File: src/rtl/bcd_pkg.sv
// Shared types and constants for the button click event detector.
`timescale 1ns / 1ps

package bcd_pkg;

   // Field and counter widths.
   localparam int unsigned TICK_W      = 16;
   localparam int unsigned REPEAT_W    = 4;
   localparam int unsigned DEB_W       = 8;
   localparam int unsigned CSR_INDEX_W = 3;
   localparam int unsigned CSR_DATA_W  = 16;
   localparam int unsigned LAST_W      = 4;

   // Saturation points of the hold tick counter and of the repeat counter.
   localparam logic [TICK_W-1:0]   TICK_SATURATE = 16'd65530;
   localparam logic [REPEAT_W-1:0] REPEAT_MAX    = 4'd15;

   // Register values after reset.
   localparam logic              ACTIVE_LEVEL_RESET   = 1'b0;
   localparam logic [DEB_W-1:0]  DEBOUNCE_LIMIT_RESET = 8'd3;
   localparam logic [TICK_W-1:0] SHORT_LIMIT_RESET    = 16'd60;
   localparam logic [TICK_W-1:0] LONG_LIMIT_RESET     = 16'd200;
   localparam logic [TICK_W-1:0] IDLE_LIMIT_RESET     = 16'd2000;

   // Events reported on each word.
   typedef enum logic [2:0] {
      EV_NONE       = 3'd0,
      EV_DOWN       = 3'd1,
      EV_UP         = 3'd2,
      EV_REPEAT     = 3'd3,
      EV_SINGLE     = 3'd4,
      EV_DOUBLE     = 3'd5,
      EV_LONG_START = 3'd6,
      EV_LONG_HOLD  = 3'd7
   } event_type;

   // Extra code of the stored event register.
   localparam logic [LAST_W-1:0] EV_IDLE_TIMEOUT = 4'd8;

   // Configuration register indexes.
   typedef enum logic [CSR_INDEX_W-1:0] {
      CSR_ACTIVE_LEVEL   = 3'd0,
      CSR_DEBOUNCE_LIMIT = 3'd1,
      CSR_SHORT_LIMIT    = 3'd2,
      CSR_LONG_LIMIT     = 3'd3,
      CSR_IDLE_LIMIT     = 3'd4
   } csr_index_type;

   // Click state machine, one-hot.
   typedef enum logic [4:0] {
      ST_IDLE      = 5'b00001,
      ST_PRESSED   = 5'b00010,
      ST_RELEASED  = 5'b00100,
      ST_REPEAT    = 5'b01000,
      ST_LONG_HOLD = 5'b10000
   } state_type;

   // Result of one tick, passed from the state machine to the output register.
   typedef struct packed {
      event_type         fired;
      logic              timeout;
      logic [LAST_W-1:0] last;
   } result_type;

endpackage

File: src/rtl/bcd_debounce.sv
// Counter-based debouncer of the raw pin level.
`timescale 1ns / 1ps

module bcd_debounce (
   input  logic                     clock,
   input  logic                     reset,
   input  logic                     accept,
   input  logic                     pin_raw,
   input  logic                     press_level,
   input  logic [bcd_pkg::DEB_W-1:0] debounce_limit,
   output logic                     pressed
);
   import bcd_pkg::*;

   logic             stable_ff;
   logic             stable_in;
   logic [DEB_W-1:0] count_ff;
   logic [DEB_W-1:0] count_in;
   logic [DEB_W-1:0] count_inc;

   // A differing level is taken once it has persisted for the limit in ticks.
   always_comb begin
      count_inc = count_ff + 8'd1;
      stable_in = stable_ff;
      count_in  = '0;
      if (pin_raw != stable_ff) begin
         if (count_inc >= debounce_limit) begin
            stable_in = pin_raw;
            count_in  = '0;
         end else begin
            count_in = count_inc;
         end
      end
   end

   // The state machine sees the level as updated by this word.
   assign pressed = (stable_in == press_level);

   // Debounce state advances once per accepted word.
   always_ff @(posedge clock) begin
      if (reset) begin
         stable_ff <= ~ACTIVE_LEVEL_RESET;
         count_ff  <= '0;
      end else if (accept) begin
         stable_ff <= stable_in;
         count_ff  <= count_in;
      end
   end

endmodule

File: src/rtl/bcd_fsm.sv
// Click state machine with hold, release and repeat counters.
`timescale 1ns / 1ps

module bcd_fsm (
   input  logic                      clock,
   input  logic                      reset,
   input  logic                      accept,
   input  logic                      pressed,
   input  logic [bcd_pkg::TICK_W-1:0] short_limit,
   input  logic [bcd_pkg::TICK_W-1:0] long_limit,
   input  logic [bcd_pkg::TICK_W-1:0] idle_limit,
   output bcd_pkg::result_type       result
);
   import bcd_pkg::*;

   state_type           state_ff;
   state_type           state_in;
   logic [TICK_W-1:0]   hold_ff;
   logic [TICK_W-1:0]   hold_in;
   logic [TICK_W-1:0]   hold_mid;
   logic [TICK_W-1:0]   release_ff;
   logic [TICK_W-1:0]   release_in;
   logic [TICK_W-1:0]   release_inc;
   logic [REPEAT_W-1:0] repeat_ff;
   logic [REPEAT_W-1:0] repeat_in;
   logic [LAST_W-1:0]   event_ff;
   logic [LAST_W-1:0]   event_in;
   event_type           fired;
   logic                timeout;

   always_comb begin
      state_in    = state_ff;
      repeat_in   = repeat_ff;
      fired       = EV_NONE;
      timeout     = 1'b0;
      release_inc = release_ff + 16'd1;

      // Tick counting: hold time outside idle, release time in idle.
      if (state_ff != ST_IDLE) begin
         hold_mid   = (hold_ff < TICK_SATURATE) ? hold_ff + 16'd1 : hold_ff;
         release_in = '0;
      end else begin
         hold_mid = hold_ff;
         if (release_inc > idle_limit) begin
            timeout    = 1'b1;
            release_in = '0;
         end else begin
            release_in = release_inc;
         end
      end
      hold_in = hold_mid;

      // State transitions and the event fired by each.
      unique case (state_ff)
         ST_IDLE: begin
            if (pressed) begin
               fired     = EV_DOWN;
               hold_in   = '0;
               repeat_in = 4'd1;
               state_in  = ST_PRESSED;
            end
         end
         ST_PRESSED: begin
            if (!pressed) begin
               fired    = EV_UP;
               hold_in  = '0;
               state_in = ST_RELEASED;
            end else if (hold_mid > long_limit) begin
               fired    = EV_LONG_START;
               state_in = ST_LONG_HOLD;
            end
         end
         ST_RELEASED: begin
            if (pressed) begin
               if (repeat_ff < REPEAT_MAX) begin
                  repeat_in = repeat_ff + 4'd1;
               end
               fired    = EV_REPEAT;
               hold_in  = '0;
               state_in = ST_REPEAT;
            end else if (hold_mid > short_limit) begin
               if (repeat_ff == 4'd1) begin
                  fired = EV_SINGLE;
               end else if (repeat_ff == 4'd2) begin
                  fired = EV_DOUBLE;
               end
               state_in = ST_IDLE;
            end
         end
         ST_REPEAT: begin
            if (!pressed) begin
               fired = EV_UP;
               if (hold_mid < short_limit) begin
                  hold_in  = '0;
                  state_in = ST_RELEASED;
               end else begin
                  state_in = ST_IDLE;
               end
            end
         end
         ST_LONG_HOLD: begin
            if (pressed) begin
               fired = EV_LONG_HOLD;
            end else begin
               state_in = ST_IDLE;
            end
         end
         default: begin
         end
      endcase

      // In idle the stored event always follows the fired event, which also
      // hides the timeout code; elsewhere only a real event replaces it.
      if (state_ff == ST_IDLE || fired != EV_NONE) begin
         event_in = {1'b0, fired};
      end else begin
         event_in = event_ff;
      end
   end

   assign result.fired   = fired;
   assign result.timeout = timeout;
   assign result.last    = event_in;

   // Machine state advances once per accepted word.
   always_ff @(posedge clock) begin
      if (reset) begin
         state_ff   <= ST_IDLE;
         hold_ff    <= '0;
         release_ff <= '0;
         repeat_ff  <= '0;
         event_ff   <= '0;
      end else if (accept) begin
         state_ff   <= state_in;
         hold_ff    <= hold_in;
         release_ff <= release_in;
         repeat_ff  <= repeat_in;
         event_ff   <= event_in;
      end
   end

endmodule

File: src/rtl/button_click_event_detector.sv
// Top level of the button click event detector: registers, datapath and output stage.
`timescale 1ns / 1ps

// Each accepted word is one tick carrying the raw pin level; the block
// debounces it, runs the click state machine and returns exactly one result
// word per tick (fired event, idle timeout flag, stored last event), held in a
// single output register loaded on acceptance. A new word is accepted whenever
// that register is empty or is being drained in the same cycle, so the rate is
// one word per cycle while the receiver does not stall. The user must write
// configuration registers through the csr_ port only while no result is
// outstanding; the block itself does not enforce it. Writing the press level
// register does not move the debounced level, which settles to the pin within
// debounce_limit ticks.
module button_click_event_detector (
   input  logic                           clock,
   input  logic                           reset,
   input  logic                           req_valid,
   output logic                           req_stall,
   input  logic                           req_pin,
   output logic                           rsp_valid,
   input  logic                           rsp_stall,
   output logic [2:0]                     rsp_fired_event,
   output logic                           rsp_idle_timeout,
   output logic [bcd_pkg::LAST_W-1:0]     rsp_last_event,
   input  logic                           csr_write,
   input  logic [bcd_pkg::CSR_INDEX_W-1:0] csr_index,
   input  logic [bcd_pkg::CSR_DATA_W-1:0]  csr_wdata
);
   import bcd_pkg::*;

   logic              press_level_ff;
   logic [DEB_W-1:0]  debounce_limit_ff;
   logic [TICK_W-1:0] short_limit_ff;
   logic [TICK_W-1:0] long_limit_ff;
   logic [TICK_W-1:0] idle_limit_ff;

   logic              accept;
   logic              pressed;
   result_type        result;

   logic              rsp_valid_ff;
   logic              rsp_valid_in;
   result_type        rsp_word_ff;

   // Configuration registers.
   always_ff @(posedge clock) begin
      if (reset) begin
         press_level_ff    <= ACTIVE_LEVEL_RESET;
         debounce_limit_ff <= DEBOUNCE_LIMIT_RESET;
         short_limit_ff    <= SHORT_LIMIT_RESET;
         long_limit_ff     <= LONG_LIMIT_RESET;
         idle_limit_ff     <= IDLE_LIMIT_RESET;
      end else if (csr_write) begin
         unique case (csr_index)
            CSR_ACTIVE_LEVEL:   press_level_ff    <= csr_wdata[0];
            CSR_DEBOUNCE_LIMIT: debounce_limit_ff <= csr_wdata[DEB_W-1:0];
            CSR_SHORT_LIMIT:    short_limit_ff    <= csr_wdata[TICK_W-1:0];
            CSR_LONG_LIMIT:     long_limit_ff     <= csr_wdata[TICK_W-1:0];
            CSR_IDLE_LIMIT:     idle_limit_ff     <= csr_wdata[TICK_W-1:0];
            default: begin
            end
         endcase
      end
   end

   // Input handshake: stall only while a result waits and is not being taken.
   assign req_stall = rsp_valid_ff & rsp_stall;
   assign accept    = req_valid & ~req_stall;

   bcd_debounce u_debounce (
      .clock          (clock),
      .reset          (reset),
      .accept         (accept),
      .pin_raw        (req_pin),
      .press_level    (press_level_ff),
      .debounce_limit (debounce_limit_ff),
      .pressed        (pressed)
   );

   bcd_fsm u_fsm (
      .clock       (clock),
      .reset       (reset),
      .accept      (accept),
      .pressed     (pressed),
      .short_limit (short_limit_ff),
      .long_limit  (long_limit_ff),
      .idle_limit  (idle_limit_ff),
      .result      (result)
   );

   // Output register: loaded by every accepted word, held while stalled.
   assign rsp_valid_in = accept | (rsp_valid_ff & rsp_stall);

   always_ff @(posedge clock) begin
      if (reset) begin
         rsp_valid_ff <= 1'b0;
      end else begin
         rsp_valid_ff <= rsp_valid_in;
      end
   end

   always_ff @(posedge clock) begin
      if (accept) begin
         rsp_word_ff <= result;
      end
   end

   assign rsp_valid        = rsp_valid_ff;
   assign rsp_fired_event  = rsp_word_ff.fired;
   assign rsp_idle_timeout = rsp_word_ff.timeout;
   assign rsp_last_event   = rsp_word_ff.last;

`ifndef NO_ASSERTIONS
   // Every accepted word leaves a result waiting in the next cycle.
   a_accept_gives_result: assert property (@(posedge clock) disable iff (reset)
      accept |=> rsp_valid_ff)
      else $error("accepted word produced no result");

   // A timeout only happens in idle, which fires nothing or a press.
   a_timeout_from_idle: assert property (@(posedge clock) disable iff (reset)
      (rsp_valid_ff && rsp_word_ff.timeout) |->
         (rsp_word_ff.fired == EV_NONE || rsp_word_ff.fired == EV_DOWN))
      else $error("idle timeout reported outside idle");

   // A fired event is always the stored event of the same word.
   a_fired_is_stored: assert property (@(posedge clock) disable iff (reset)
      (rsp_valid_ff && rsp_word_ff.fired != EV_NONE) |->
         (rsp_word_ff.last == {1'b0, rsp_word_ff.fired}))
      else $error("stored event differs from fired event");

   // The idle write of the stored event always hides the timeout code.
   a_no_timeout_code: assert property (@(posedge clock) disable iff (reset)
      rsp_valid_ff |-> (rsp_word_ff.last != EV_IDLE_TIMEOUT))
      else $error("timeout code escaped into a result");
`endif

endmodule

File: config.mk
export PLATFORM = sky130hd
export DESIGN_NAME = button_click_event_detector
export DESIGN_NICKNAME = d
export VERILOG_FILES = /design/src/rtl/bcd_pkg.sv /design/src/rtl/bcd_debounce.sv /design/src/rtl/bcd_fsm.sv /design/src/rtl/button_click_event_detector.sv
export SDC_FILE = /design/constraint.sdc
export NUM_CORES = 1
export LEC_CHECK = 0
export BUFFER_PORTS_ARGS = -buffer_cell sky130_fd_sc_hd__buf_2
export CAP_MARGIN = 20
export CORE_ASPECT_RATIO = 0.9
export CORE_UTILIZATION = 35
export CTS_BUF_LIST = sky130_fd_sc_hd__clkbuf_16
export DETAILED_ROUTE_END_ITERATION = 8
export PLACE_DENSITY_LB_ADDON = 0.08
export SLEW_MARGIN = 20
export SYNTH_ARGS = -nofsm -noshare
export SYNTH_HDL_FRONTEND = slang
export SYNTH_HIERARCHICAL = 1
export SYNTH_SLANG_ARGS = --single-unit
export TNS_END_PERCENT = 50
File: constraint.sdc
create_clock -name clock -period 4.92 [get_ports clock]
set_clock_uncertainty 0.05 [all_clocks]
set_input_delay 0.246 -clock clock [delete_from_list [all_inputs] [get_ports clock]]
set_output_delay 0.246 -clock clock [all_outputs]
set_load 0.005 [all_outputs]
Yosys cells after proc, flatten, opt, wreduce, memory -nomap -nowiden
Cells that the tools add are included.
{ "totals": {"register_bits": 120, "inputBits": 25, "out_inout_bits": 10, "wordCells": 103} }
{ "classes": {"addsub": 4, "magnitude_cmp": 7, "eq_ne": 21, "mux": 38, "n_bitwise": 4, "n_reduce_logical": 13} }
{ "ops": {"columns": ["cell", "n"], "rows": [
  ["two-way mux 16 bit", 8],
  ["> comparator 16 bit", 3],
  ["one-hot mux 16 bit (3 select lines)", 1],
  ["two-way mux 5 bit", 7],
  ["adder 16 x 1 -> 16 bit (second input constant)", 2],
  ["one-hot mux 5 bit (5 select lines)", 1],
  ["two-way mux 3 bit", 8],
  ["< comparator 16 bit", 1],
  ["< comparator 16 bit (second input constant)", 1],
  ["two-way mux 4 bit", 4],
  ["two-way mux 8 bit", 2],
  ["one-hot mux 3 bit (5 select lines)", 1],
  ["AND reduction 2 bit", 5],
  ["adder 8 x 1 -> 8 bit (second input constant)", 1],
  ["greater-or-equal comparator 8 bit", 1],
  ["one-hot mux 4 bit (2 select lines)", 1],
  ["AND reduction 7 bit", 1],
  ["== test 3 x 2 -> 1 bit (second input constant)", 2],
  ["!= test 2 x 1 -> 1 bit (second input constant)", 3],
  ["== test 5 x 1 -> 1 bit (second input constant)", 1],
  ["== test 5 x 2 -> 1 bit (second input constant)", 1],
  ["== test 5 x 3 -> 1 bit (second input constant)", 1],
  ["== test 5 x 4 -> 1 bit (second input constant)", 1],
  ["== test 5 bit (second input constant)", 1],
  ["other kinds (24)", 29]
]} }

Logic depth before layout (Yosys ltp)
{ "logic_depth": {"word_depth": 10, "ltp_mapped": 19, "depth_no_buf": 17} }

By module
Netlist, hierarchy kept.
{ "by_module_without_submodules": {"columns": ["module", "n_inst", "cells_per_inst", "area_per_inst_um2"], "rows": [
  ["bcd_fsm", 1, 537, 4081.4],
  ["button_click_event_detector", 1, 235, 2622.5],
  ["bcd_debounce", 1, 93, 732.0]
]} }

Worst setup path after synthesis
No wires, ideal clock.
{ "synth_timing": {"path_kind": "reg2reg", "startpoint": "register u_debounce.count_ff[2]", "endpoint": "register rsp_word_ff, in the netlist rsp_last_event[2], data pin", "setup_ps": 256, "arrival_ps": 3637, "t_required_ps": 4614, "setup_slack_ps": 978, "path_stages_with_launch": 18, "n_path_buf": 1, "period_less_slack_ps": 3942, "cell_sequence": "dfxtp_1 > nand3_1 > or2_2 > xnor2_1 > ha_1 > a21oi_1 > o21ai_0 > a21oi_1 > mux2i_1 > xor2_1 > clkbuf_1 > inv_1 > nor2_1 > and3_1 > nand2_1 > o21ai_1 > nor2_1 > a31o_2"} }
{ "synth_rtl": {"columns": ["element", "line_no", "rtl"], "rows": [
  ["from (decl)", "bcd_debounce.sv:17", "logic [DEB_W-1:0] count_ff;"],
  ["from (signal assigned)", "bcd_debounce.sv:46", "count_ff <= count_in;"],
  ["to (signal assigned)", "button_click_event_detector.sv:104", "rsp_word_ff <= result;"],
  ["to (decl)", "button_click_event_detector.sv:43", "result_type rsp_word_ff;"]
]} }

==> flow_summary.toml <==
[global_routing]
first_global_vias = 5972
grt_pass1_wl_um = 30820
grt-ovfl-total = 0
antenna_found_initial = 0
largest_net_degree_at_the_start_of_global_routing = 85
gr-usage-all-layers_pct = 18.07

[worst_setup_path]
endpoint_kind = "register"
setup.worst_path.class = "reg -> reg"
required_ns = 5.04
critPathLaunchType = "register"
cp_max_fo = 11
timing.critical_path.arrival_ns = 4.57

[detailed_routing]
routed_wire_length_per_instance_um = 15.85
avgViaCountPerCell = 5.114
drt_pass1_iterations = 5
detail_route.wirelength_um = 18760
residual_antenna_violating_net_count_after_detailed_routing = 0
drt_drc_violations_left = 0
detail_route.iter0.violations = 406
via_count = 6055

[cells_and_area]
areaGrowthSynthToFinish_pct = 12.75
nNetsFinal = 974
final-seq-area_um2 = 2482
final_layout_size_suffix_gt1_share_pct = 11.36
fillCellCount = 2088
insertedDiodeCount = 0
multiInputGateArea_um2 = 4492
finalNonFillerCells = 1184

[synth]
synth_nets = 952
register_bit_count_reported_by_yosys = 120
yosysUniqueCellTypes = 76
synth_top_flop_cell = "sky130_fd_sc_hd__dfxtp_1"
avgSynthCellArea_um2 = 8.596
synth.top_cell.area_share_pct = 30.15
synth_top_cells_by_count = "sky130_fd_sc_hd__dfxtp_1, sky130_fd_sc_hd__inv_1, sky130_fd_sc_hd__nand2_1"
synth_largest_area_cell = "sky130_fd_sc_hd__dfxtp_1"
synth.top_cells.by_area = "sky130_fd_sc_hd__dfxtp_1, sky130_fd_sc_hd__ha_1, sky130_fd_sc_hd__mux2i_1"
ys.warnings.count = 6
synth_async_sr_flop_share_pct = 0
post-synth-top-count-cell = "sky130_fd_sc_hd__dfxtp_1"
synth_edf_count = 8
synth.yosys.seq_area_share_pct = 33.38
synth_area_um2 = 7436
syn_inst = 865

[power_and_ir_drop]
total_leakage_power_nw = 3.556
power.density_nw_per_um2 = 293.4
power.ir.vdd_worst_mv = 0.1754

[placed_design]
place_hpwl_um = 13970
post_place_cells = 1152
port_buffers = 34
preCtsSetupSlack_ns = 0.3404
globalplace.congestion = 0.8796

[clocking]
tritoncts_clock_tree = "done"
cts_post_setup_buffers_inserted = 0
htree_num_levels = 4
clk_pin_slew_worst_paths_ns = 0.06
cts_num_sinks = 120
bufs_on_longest_clock_path = 2
clock_latency_ns = 0.42
cts_inserted_buffers = 17
root_buffer = "sky130_fd_sc_hd__clkbuf_16"

[sta]
unrepaired_setup_endpoints_after_global_routing = "no"
setup-tns-final_ns = 0
slew_headroom_pct = 41.68
final_period_minus_worst_setup_slack_ns = 4.446
drv_slew = 0
period_share_pct = 90.36
setup_violators_final = 0
maxClockFrequency_ghz = 0.2249
hold_viol_final = 0
final_critical_path_setup_slack_ns = 0.4744
worst-slew-pin-transition_ns = 0.8699

[floorplan]
start_util_pct = 35.69
die_footprint_um2 = 21830
fp.dieH_um = 140.3
die-width_um = 155.6
design.portCount = 35
fp_rows = 50
core-area_um2 = 20830

[run_status]
run_status = "finished, final reports clean"

[run]
timing.max_cap.violations = 0

[min_path]
hold_path_class = "in -> reg"
==> kinds of logic after synthesis <==
kind of cell	synth area share [%]
mux	8.094
compound gates	13.65
buf+inv	6.310
xor+xnor	4.240
simple gates	23.89
flops	33.38
fa+ha+maj	10.43
==> layer usage <==
metal  GRT usage [%]  vias to the layer above  wire [um]
met3           3.465                       21        719
met1           24.84                     2844       9458
met2           28.35                      106       8303
met5               0                        -          0
met4           5.882                        0        281
li1                -                     3084          -
==> stage by stage <==
step	utilization (%)	hold slack [ns]	cell area [um2]	total power [W]
5_1_grt	40.25	0.06967	8384	0.002575
6_report	40.25	0.05641	8384	0.002460
4_1_cts	40.22	0.04433	8379	0.002493
3_5_place_dp	37.64	0.3833	7841	0.001362
2_1_floorplan	-	0.3134	7436	0.001275
3_3_place_gp	37.64	0.3673	7841	0.001355
==> worst paths after layout <==
path                                                          start                              to  slack (ns)  depth (start not counted)
worst max-delay path            u_debounce/count_ff[2]$_SDFFE_PP0P_     rsp_last_event[2]$_DFFE_PP_        0.47                         17
worst min-delay path                                   csr_wdata[2]  short_limit_ff[2]$_SDFFE_PP1P_        0.06                          3
worst max register to register  u_debounce/count_ff[2]$_SDFFE_PP0P_     rsp_last_event[2]$_DFFE_PP_        0.47                         17
worst min register to register       u_fsm/event_ff[3]$_SDFFE_PP0P_  u_fsm/event_ff[3]$_SDFFE_PP0P_        0.39                          2
==> where the power goes <==
| part | switching (W) | internal, W | total [W] | leakage, nW |
|---|---|---|---|---|
| registers | 0.0000237 | 0.00101 | 0.00103 | 0.987 |
| clock network | 0.000441 | 0.000673 | 0.00111 | 0.257 |
| logic | 0.000192 | 0.000119 | 0.000311 | 2.31 |
| total | 0.000657 | 0.00180 | 0.00246 | 3.56 |
==> state kept, by name (all words and copies together) (netlist names) <==
signal and flops:
u_fsm/event_ff 4, u_fsm/state_ff 5, u_fsm/release_ff 16, u_fsm/repeat_ff 4, rsp_idle_timeout 1, u_fsm/hold_ff 16
u_debounce/count_ff 8, rsp_valid 1, debounce_limit_ff 8, rsp_last_event 4, long_limit_ff 16, press_level_ff 1
short_limit_ff 16, rsp_fired_event 3, idle_limit_ff 16, u_debounce/stable_ff 1
==> cell type report <==
class	instances	share of cell area, %
Clock inverter	13	1.104
Sequential cell	120	29.61
Inverter	69	3.089
Multi-Input combinational cell	632	53.57
Timing Repair Buffer	47	3.283
Tap cell	286	4.268
Clock buffer	17	5.074
==> critical path: stages (launching register included) <==
cell and delay (ns):
sky130_fd_sc_hd__dfxtp_1 0.43, sky130_fd_sc_hd__nand3_1 0.23, sky130_fd_sc_hd__or2_2 0.39, sky130_fd_sc_hd__xnor2_1 0.19, sky130_fd_sc_hd__ha_1 0.27, sky130_fd_sc_hd__a21oi_1 0.12
sky130_fd_sc_hd__o21ai_0 0.13, sky130_fd_sc_hd__a21oi_1 0.26, sky130_fd_sc_hd__mux2i_1 0.25, sky130_fd_sc_hd__xor2_1 0.35, sky130_fd_sc_hd__buf_4 0.25, sky130_fd_sc_hd__nor2b_1 0.23
sky130_fd_sc_hd__a21oi_1 0.10, sky130_fd_sc_hd__a2bb2oi_1 0.13, sky130_fd_sc_hd__o32a_1 0.17, sky130_fd_sc_hd__o21ai_1 0.26, sky130_fd_sc_hd__nor2_1 0.11, sky130_fd_sc_hd__a31o_2 0.27
==> what timing repair did <==
action	in CTS	in global routing
hold endpoints to repair	1	0
hold buffers	2	0
gates resized for setup	0	2
setup endpoints to repair	0	15
==> cell usage in the layout, fill, tap and decap left out, types with 14 or more instances in the layout <==
master / n
sky130_fd_sc_hd__inv_1: 71
sky130_fd_sc_hd__xor2_1: 14
sky130_fd_sc_hd__nand2b_1: 62
sky130_fd_sc_hd__xnor2_1: 22
sky130_fd_sc_hd__nor3_1: 14
sky130_fd_sc_hd__nand3_1: 32
sky130_fd_sc_hd__nor2_1: 59
sky130_fd_sc_hd__o21ai_0: 36
sky130_fd_sc_hd__clkbuf_16: 17
sky130_fd_sc_hd__mux2i_1: 59
sky130_fd_sc_hd__dfxtp_1: 112
sky130_fd_sc_hd__nand2_1: 65
sky130_fd_sc_hd__a21oi_1: 37
sky130_fd_sc_hd__buf_2: 33
sky130_fd_sc_hd__ha_1: 62
Power figures use the tool's default switching activity.
